**src/sv/sgr_sqrt_pipe.sv**
```systemverilog
// Pipelined restoring square root, one root bit per stage.
module sgr_sqrt_pipe #(
	parameter int RW = 36,
	parameter int TW = 1
) (
	input  logic             clk,
	input  logic             arst_n,
	input  logic             in_vld,
	input  logic [RW-1:0]    rad,
	input  logic [TW-1:0]    in_tag,
	output logic             out_vld,
	output logic [RW/2-1:0]  root,
	output logic [RW/2+1:0]  rem,
	output logic [TW-1:0]    out_tag
);
	localparam int K = RW / 2;

	logic          vld_s  [K];
	logic [RW-1:0] rad_s  [K-1];
	logic [K-1:0]  root_s [K];
	logic [K+1:0]  rem_s  [K];
	logic [TW-1:0] tag_s  [K];

	for (genvar k = 0; k < K; k++) begin : g_stage
		logic          vld_in;
		logic [RW-1:0] rad_in;
		logic [K-1:0]  root_in;
		logic [K+1:0]  rem_in;
		logic [TW-1:0] tag_in;
		logic [K+3:0]  t;
		logic [K+3:0]  trial;
		logic          ge;

		if (k == 0) begin : g_first
			assign vld_in  = in_vld;
			assign rad_in  = rad;
			assign root_in = '0;
			assign rem_in  = '0;
			assign tag_in  = in_tag;
		end else begin : g_next
			assign vld_in  = vld_s[k-1];
			assign rad_in  = rad_s[k-1];
			assign root_in = root_s[k-1];
			assign rem_in  = rem_s[k-1];
			assign tag_in  = tag_s[k-1];
		end

		assign t     = {rem_in, rad_in[RW-1-2*k -: 2]};
		assign trial = {2'b00, root_in, 2'b01};
		assign ge    = (t >= trial);

		always_ff @(posedge clk or negedge arst_n) begin
			if (!arst_n)
				vld_s[k] <= 1'b0;
			else
				vld_s[k] <= vld_in;
		end

		always_ff @(posedge clk) begin
			tag_s[k]  <= tag_in;
			root_s[k] <= {root_in[K-2:0], ge};
			rem_s[k]  <= ge ? (K+2)'(t - trial) : t[K+1:0];
		end

		if (k < K - 1) begin : g_rad
			always_ff @(posedge clk) begin
				rad_s[k] <= rad_in;
			end
		end
	end

	assign out_vld = vld_s[K-1];
	assign root    = root_s[K-1];
	assign rem     = rem_s[K-1];
	assign out_tag = tag_s[K-1];
endmodule

```
**config.mk**
```make
export PLATFORM = sky130hd
export DESIGN_NAME = sgr_sqrt_pipe
export DESIGN_NICKNAME = d
export VERILOG_FILES = /design/src/sv/sgr_sqrt_pipe.sv
export SDC_FILE = /design/constraint.sdc
export NUM_CORES = 1
export LEC_CHECK = 0
export BUFFER_PORTS_ARGS = -buffer_cell sky130_fd_sc_hd__buf_2
export CELL_PAD_IN_SITES_DETAIL_PLACEMENT = 1
export CELL_PAD_IN_SITES_GLOBAL_PLACEMENT = 1
export CORE_MARGIN = 5
export CORE_UTILIZATION = 49
export CTS_CLUSTER_SIZE = 14
export DETAILED_ROUTE_END_ITERATION = 8
export PLACE_DENSITY = 0.85
export SYNTH_ARGS = -nofsm -noshare
export SYNTH_HDL_FRONTEND = slang
export SYNTH_SLANG_ARGS = --single-unit
```
**constraint.sdc**
```tcl
create_clock -name clk -period 2.9 [get_ports clk]
set_input_delay 0.145 -clock clk [delete_from_list [all_inputs] [get_ports clk]]
set_output_delay 0.145 -clock clk [all_outputs]
set_load 0.005 [all_outputs]
```
==> qor.csv, run 1 <==
metric,value,unit
status,"complete, no violations",
CP Buf/Inv Count,0,
post-synthesis compound-gate area fraction,12.8,%
Worst Min Path Start,rad[21],
CTS Buf Count,82,
Worst-Margin Slew,0.789,ns
worst-path cell chain,nor4_1 > nand2_1 > o31ai_2 > nand3b_1 > nand3_1 > nor4_1 > xor2_1,
Max Clock Skew,0.0464,ns
Port Buffers,79,
detailed-route DRC error count,0,
worst r2r src,rem_s[2][5]$_DFF_P_,
static leakage,16.6,nW
drt pass-1 iters,5,
number of H-tree levels,3,
post-synthesis xor/xnor area fraction,6.88,%
Adder-Cell Fraction of Synth Area,7.79,%
worst vdd ir,0.000605,V
WL/cell,21.5,µm
multiplexer share of the synthesized area,1.23,%
GP Congestion,0.883,
number of synthesized flops with an enable pin,0,
top-level port count,80,
Worst Setup SP,rem_s[2][5]$_DFF_P_,
largest stage delay on the critical path,0.42,ns
mean number of vias per cell,5.58,
vias in the first global route,24993,
final net count,3400,
largest net degree at the start of global routing,38,
finished layout cell area,0.0360,mm²
Die H,261,µm
final hold violation count,0,
Final Core Density,57.3,%
CTS sink count,850,
vias,22754,
Worst EP arrival,3.38,ns
Post-Route Setup TNS,0,ns
CP Capture Type,flop,
initial DRC count,1401,
CTS tree,built,
Netlist cell types,85,
first-pass GRT wire length,139000,µm
Max Cap Viol,0,
Yosys reg bits,850,
drt total wl,87800,µm
Core ar.,0.0627,mm²
Clock Root Buffer,clkbuf_16,
Max Buffers Root-to-Sink,3,
clk_lat worst skew,0.66,ns
Top Family by Delay on Critical Path,simple AND/OR/NAND/NOR gates,
time the worst path needs with I/O delays and setup,2.83,ns
placed inst area,0.0325,mm²
DRT antenna net count,0,
GR Overflow Total,0,
Syn Inst Count,2959,
Syn Nets,3191,
count of final setup violators,0,
kind of critical path,reg2reg,
f_max,354,MHz
initial antenna violation count,1,
CP Max Fanout,7,
largest family of logic cells by synthesized area,compound AO/OA/AOI/OAI gates,
Rows,92,
Area growth syn-to-layout,16.7,%
Initial Utilization,49.1,%
total power density per cell area,917,mW/mm²
CP most frequent cell,nor4_1,
Slowest cell on crit path,nor4_1,
Async SR Flop Fraction,2.12,%
Critical Path RT,3.45,ns
Worst slew margin,46.9,%
Setup WS post-layout,0.0732,ns
Inserted Diodes,0,
DP Wirelength,55400,µm
startpoint types,flop,
Post-Syn Area,0.0308,mm²
die width,261,µm
Worst-path clk slew,0.07,ns
die area,0.0680,mm²
sequential element share of the synthesized area,55.5,%
total track usage,25.4,%
Synth Area in Simple Gates,12.3,%
Mean Syn Cell Area,10.4,µm²
Synth Warn #,0,
pre-CTS WS,0.0691,ns
Hold Crit Class,in2reg,
layout cells sized above 1,11.0,%
Tcrit/Tclk final,97.5,%
Slew Limit Fails,0,
"Top FF cell, synth",dfxtp_1,
## logic make-up (layout without fill, tap and decap cells)
| family | after synthesis | count (layout) |
|---|---|---|
| compound gates | 618 | 618 |
| xor+xnor | 242 | 242 |
| fa+ha+maj | 192 | 192 |
| buf+inv | 287 | 559 |
| flops | 850 | 850 |
| mux | 34 | 34 |
| other cells | 1 | 1 |
| simple gates | 735 | 735 |
## what timing repair did
action | in CTS | in global routing
cloned | 0 | 0
hold buffers | 41 | 0
buffers inserted | 0 | 5
hold endpoints to repair | 57 | 0
pin swaps | 2 | 6
setup endpoints to repair | 6 | 83
gates resized for setup | 2 | 28
## through the flow
stage	hold WS [ns]	cells	total power [mW]
6_report	0.121	4077	33.0
5_1_grt	0.117	4077	34.5
4_1_cts	0.0915	4072	32.9
3_5_place_dp	0.0826	3884	21.3
3_3_place_gp	0.0642	3884	20.9
2_1_floorplan	-0.151	2959	19.2
## sequential cells by signal, summed over array words and instances (netlist names)
| signal | cells |
|---|---|
| rem_s | 337 |
| tag_s | 18 |
| root_s | 171 |
| g_stage.vld_in | 17 |
| rad_s | 306 |
| out_vld | 1 |
## cell usage in the layout, fill, tap and decap left out, types with 82 or more instances in the layout
| cell | n |
|---|---|
| xor2_1 | 113 |
| inv_1 | 240 |
| ha_1 | 190 |
| dfxtp_1 | 831 |
| nand2_1 | 172 |
| o21ai_0 | 159 |
| nor2_1 | 175 |
| xnor2_1 | 129 |
| clkbuf_16 | 82 |
| a21oi_1 | 163 |
## final cells by class
class                   instances  area [µm²]
inverters                     245         925
clock inverters                34         551
clock buffers                 113        2320
flip-flops and latches        850       17100
repair buffers                167        1210
multi-input cells            1822       12800
fillers                      6627       26800
well taps                     846        1060
## synthesized netlist by cell type, drive strengths merged, types with 14 or more instances
master | count | area [µm²]
or4 | 15 | 116
dfxtp | 832 | 16700
or2 | 14 | 87.6
nand2b | 29 | 181
xnor2 | 129 | 1130
o21ai | 163 | 816
xor2 | 113 | 990
clkbuf | 35 | 131
nand3 | 48 | 240
nor2b | 31 | 194
ha | 192 | 2400
a31oi | 17 | 106
dfrtp | 18 | 450
and3 | 14 | 87.6
mux2 | 28 | 319
o31ai | 21 | 158
nand2 | 172 | 646
or3 | 31 | 194
a21o | 45 | 338
nor3 | 69 | 350
a21oi | 170 | 851
and2 | 15 | 93.8
inv | 245 | 922
a211oi | 25 | 188
nand4 | 28 | 175
nor4 | 37 | 246
o21a | 50 | 375
o211ai | 16 | 120
nor2 | 176 | 661
## power breakdown
part / internal (mW) / total (mW) / switching [mW]
clock network: 6.50 / 11.3 / 4.85
logic: 2.74 / 6.33 / 3.58
registers: 13.7 / 15.3 / 1.57
total: 23.0 / 33.0 / 10.0
## path summary, 6_finish.rpt
check                                               end  slack, ns  cells past startpoint
max in group asynchronous  g_stage[17].vld_in$_DFF_PN0_       1.76                      3
min reg2reg                       rad_s[0][131]$_DFF_P_       0.29                      0
min in group asynchronous  g_stage[11].vld_in$_DFF_PN0_       0.65                      3
max reg2reg                         rem_s[3][9]$_DFF_P_       0.07                      7
min                                rad_s[0][21]$_DFF_P_       0.12                      2
max                                 rem_s[3][9]$_DFF_P_       0.07                      7
## per-layer routing
| layer | wire, µm | global-route usage (%) |
|---|---|---|
| met4 | 3810 | 10.8 |
| met5 | 13 | 0 |
| met1 | 35300 | 29.4 |
| met3 | 3480 | 3.91 |
| met2 | 45200 | 46.6 |
Power figures use the tool's default switching activity.
==> run 2: changes to the inputs <==
--- a/config.mk
+++ b/config.mk
@@ -9,10 +9,10 @@
 export CELL_PAD_IN_SITES_DETAIL_PLACEMENT = 1
 export CELL_PAD_IN_SITES_GLOBAL_PLACEMENT = 1
 export CORE_MARGIN = 5
-export CORE_UTILIZATION = 49
+export CORE_UTILIZATION = 35
 export CTS_CLUSTER_SIZE = 14
 export DETAILED_ROUTE_END_ITERATION = 8
-export PLACE_DENSITY = 0.85
+export PLACE_DENSITY = 0.66
 export SYNTH_ARGS = -nofsm -noshare
 export SYNTH_HDL_FRONTEND = slang
 export SYNTH_SLANG_ARGS = --single-unit
==> qor.csv, run 2 (synthesis results as in run 1) <==
metric,value,unit,change
final net count,3421,,"was 3,400"
die width,307,µm,was 261 µm
drt total wl,67600,µm,"was 87,800 µm"
worst r2r src,root_s[15][1]$_DFF_P_,,was rem_s[2][5]$_DFF_P_
Critical Path RT,3.42,ns,was 3.45 ns
mean number of vias per cell,4.74,,was 5.58
WL/cell,15.3,µm,was 21.5 µm
status,"complete, no violations",,unchanged
count of final setup violators,0,,unchanged
top flop regs,"rem_s: 337 flops, rad_s: 306 flops, root_s: 171 flops",,unchanged
Worst Setup SP,root_s[15][1]$_DFF_P_,,was rem_s[2][5]$_DFF_P_
clk_lat worst skew,0.64,ns,was 0.66 ns
number of H-tree levels,3,,unchanged
CTS Buf Count,91,,was 82
CTS tree,built,,unchanged
detailed-route DRC error count,0,,unchanged
CP Max Fanout,6,,was 7
Tcrit/Tclk final,95.8,%,was 97.5%
initial antenna violation count,1,,unchanged
Top reg by flops,rem_s,,unchanged
Max Clock Skew,0.0213,ns,was 0.0464 ns
Slew Limit Fails,0,,unchanged
kind of critical path,reg2reg,,unchanged
Inserted Diodes,0,,unchanged
unrepaired setup endpoints after global routing,false,,
Worst-Margin Slew,0.794,ns,was 0.789 ns
final hold violation count,0,,unchanged
DRT antenna net count,0,,unchanged
Rows,108,,was 92
total track usage,14.3,%,was 25.4%
Worst slew margin,46.9,%,about the same
Clock Root Buffer,clkbuf_16,,unchanged
DP Wirelength,50100,µm,"was 55,400 µm"
number of flip-flops in the largest register,337,,unchanged
"commonest cells after routing, fill and taps aside","832 x dfxtp_1, 240 x inv_1, 192 x ha_1, 175 x nor2_1, 172 x nand2_1",,"was 831 x dfxtp_1, 240 x inv_1, 190 x ha_1, 175 x nor2_1, 172 x nand2_1"
layout cells sized above 1,11.4,%,was 11.0%
GP Congestion,0.831,,was 0.883
Post-Route Setup TNS,0,ns,unchanged
startpoint types,flop,,unchanged
largest net degree at the start of global routing,38,,unchanged
vias,20949,,"was 22,754"
Worst Min Path Start,rad[25],,was rad[21]
Final Non-Filler Cells,4419,,"was 4,077"
Die H,307,µm,was 261 µm
Port Buffers,79,,unchanged
CTS sink count,850,,unchanged
Worst EP arrival,3.30,ns,was 3.38 ns
total power density per cell area,904,mW/mm²,was 917 mW/mm²
static leakage,16.8,nW,was 16.6 nW
Max Buffers Root-to-Sink,3,,unchanged
"commonest non-fill, non-tap cell in the layout",dfxtp_1,,unchanged
top-level port count,80,,unchanged
f_max,360,MHz,was 354 MHz
CP Capture Type,flop,,unchanged
Initial Utilization,35.4,%,was 49.1%
Hold Crit Class,in2reg,,unchanged
Core ar.,0.0872,mm²,was 0.0627 mm²
DP Cell Count,4210,,"was 3,884"
die area,0.0941,mm²,was 0.0680 mm²
Max Cap Viol,0,,unchanged
initial DRC count,897,,"was 1,401"
Area growth syn-to-layout,19.0,%,was 16.7%
Worst-path clk slew,0.06,ns,was 0.07 ns
drt pass-1 iters,4,,was 5
worst vdd ir,0.000494,V,was 0.000605 V
GR Overflow Total,0,,unchanged
vias in the first global route,21677,,"was 24,993"
first-pass GRT wire length,112000,µm,"was 139,000 µm"
time the worst path needs with I/O delays and setup,2.78,ns,was 2.83 ns
Post-CTS Setup Bufs,0,,unchanged
run 2: worst paths after layout:
kind,end,slack [ns],cells past startpoint
min reg2reg,rad_s[0][305]$_DFF_P_,0.32,0
min in group asynchronous,out_vld$_DFF_PN0_,0.67,3
max reg2reg,rem_s[16][19]$_DFF_P_,0.12,9
min,rad_s[0][25]$_DFF_P_,0.14,2
max,rem_s[16][19]$_DFF_P_,0.12,9
max in group asynchronous,g_stage[4].vld_in$_DFF_PN0_,1.74,3
run 2: cell type report:
cell class	instances	area, µm²
clock inverter	46	641
multi-input combinational	1822	12700
clock buffer	122	2580
tap	1155	1450
timing repair buffer	179	1300
fill	9752	50500
inverter	245	925
sequential	850	17100
run 2: stage by stage:
| step | area (µm²) | util, % | setup slack, ns | hold slack (ns) | total power, mW |
|---|---|---|---|---|---|
| 2_1_floorplan | 30800 | - | 0.294 | -0.151 | 19.2 |
| 3_3_place_gp | 33000 | 37.9 | 0.0329 | 0.0816 | 21.1 |
| 3_5_place_dp | 33000 | 37.9 | 0.0739 | 0.0934 | 21.2 |
| 4_1_cts | 36600 | 42.0 | 0.0320 | 0.0740 | 33.7 |
| 5_1_grt | 36700 | 42.1 | 0.0113 | 0.104 | 35.1 |
| 6_report | 36700 | 42.1 | 0.122 | 0.139 | 33.1 |
run 2: timing repair:
item	CTS	global route
endpoints found under the hold margin	57	0
resized for setup	0	11
hold buffers	41	0
endpoints found under the setup margin	0	35
run 2: layer usage:
layer | global-route usage (%) | share of wire [%]
met5 | 0 | 0
met4 | 4.26 | 2.3
met3 | 2.42 | 3.4
met2 | 23.2 | 45
met1 | 19.6 | 49
run 2: power breakdown:
| group | internal [mW] | total, mW | switching, mW |
|---|---|---|---|
| sequential | 13.7 | 15.1 | 1.38 |
| combinational | 2.74 | 5.89 | 3.14 |
| clock | 7.51 | 12.2 | 4.66 |
run 2: critical path: stages, from the launching register on:
cell	delay (ns)
dfxtp_1	0.32
inv_1	0.04
ha_1	0.26
or3_1	0.41
o221a_2	0.26
a311o_1	0.42
a21oi_1	0.16
o311ai_1	0.14
a211oi_1	0.30
mux2_2	0.36
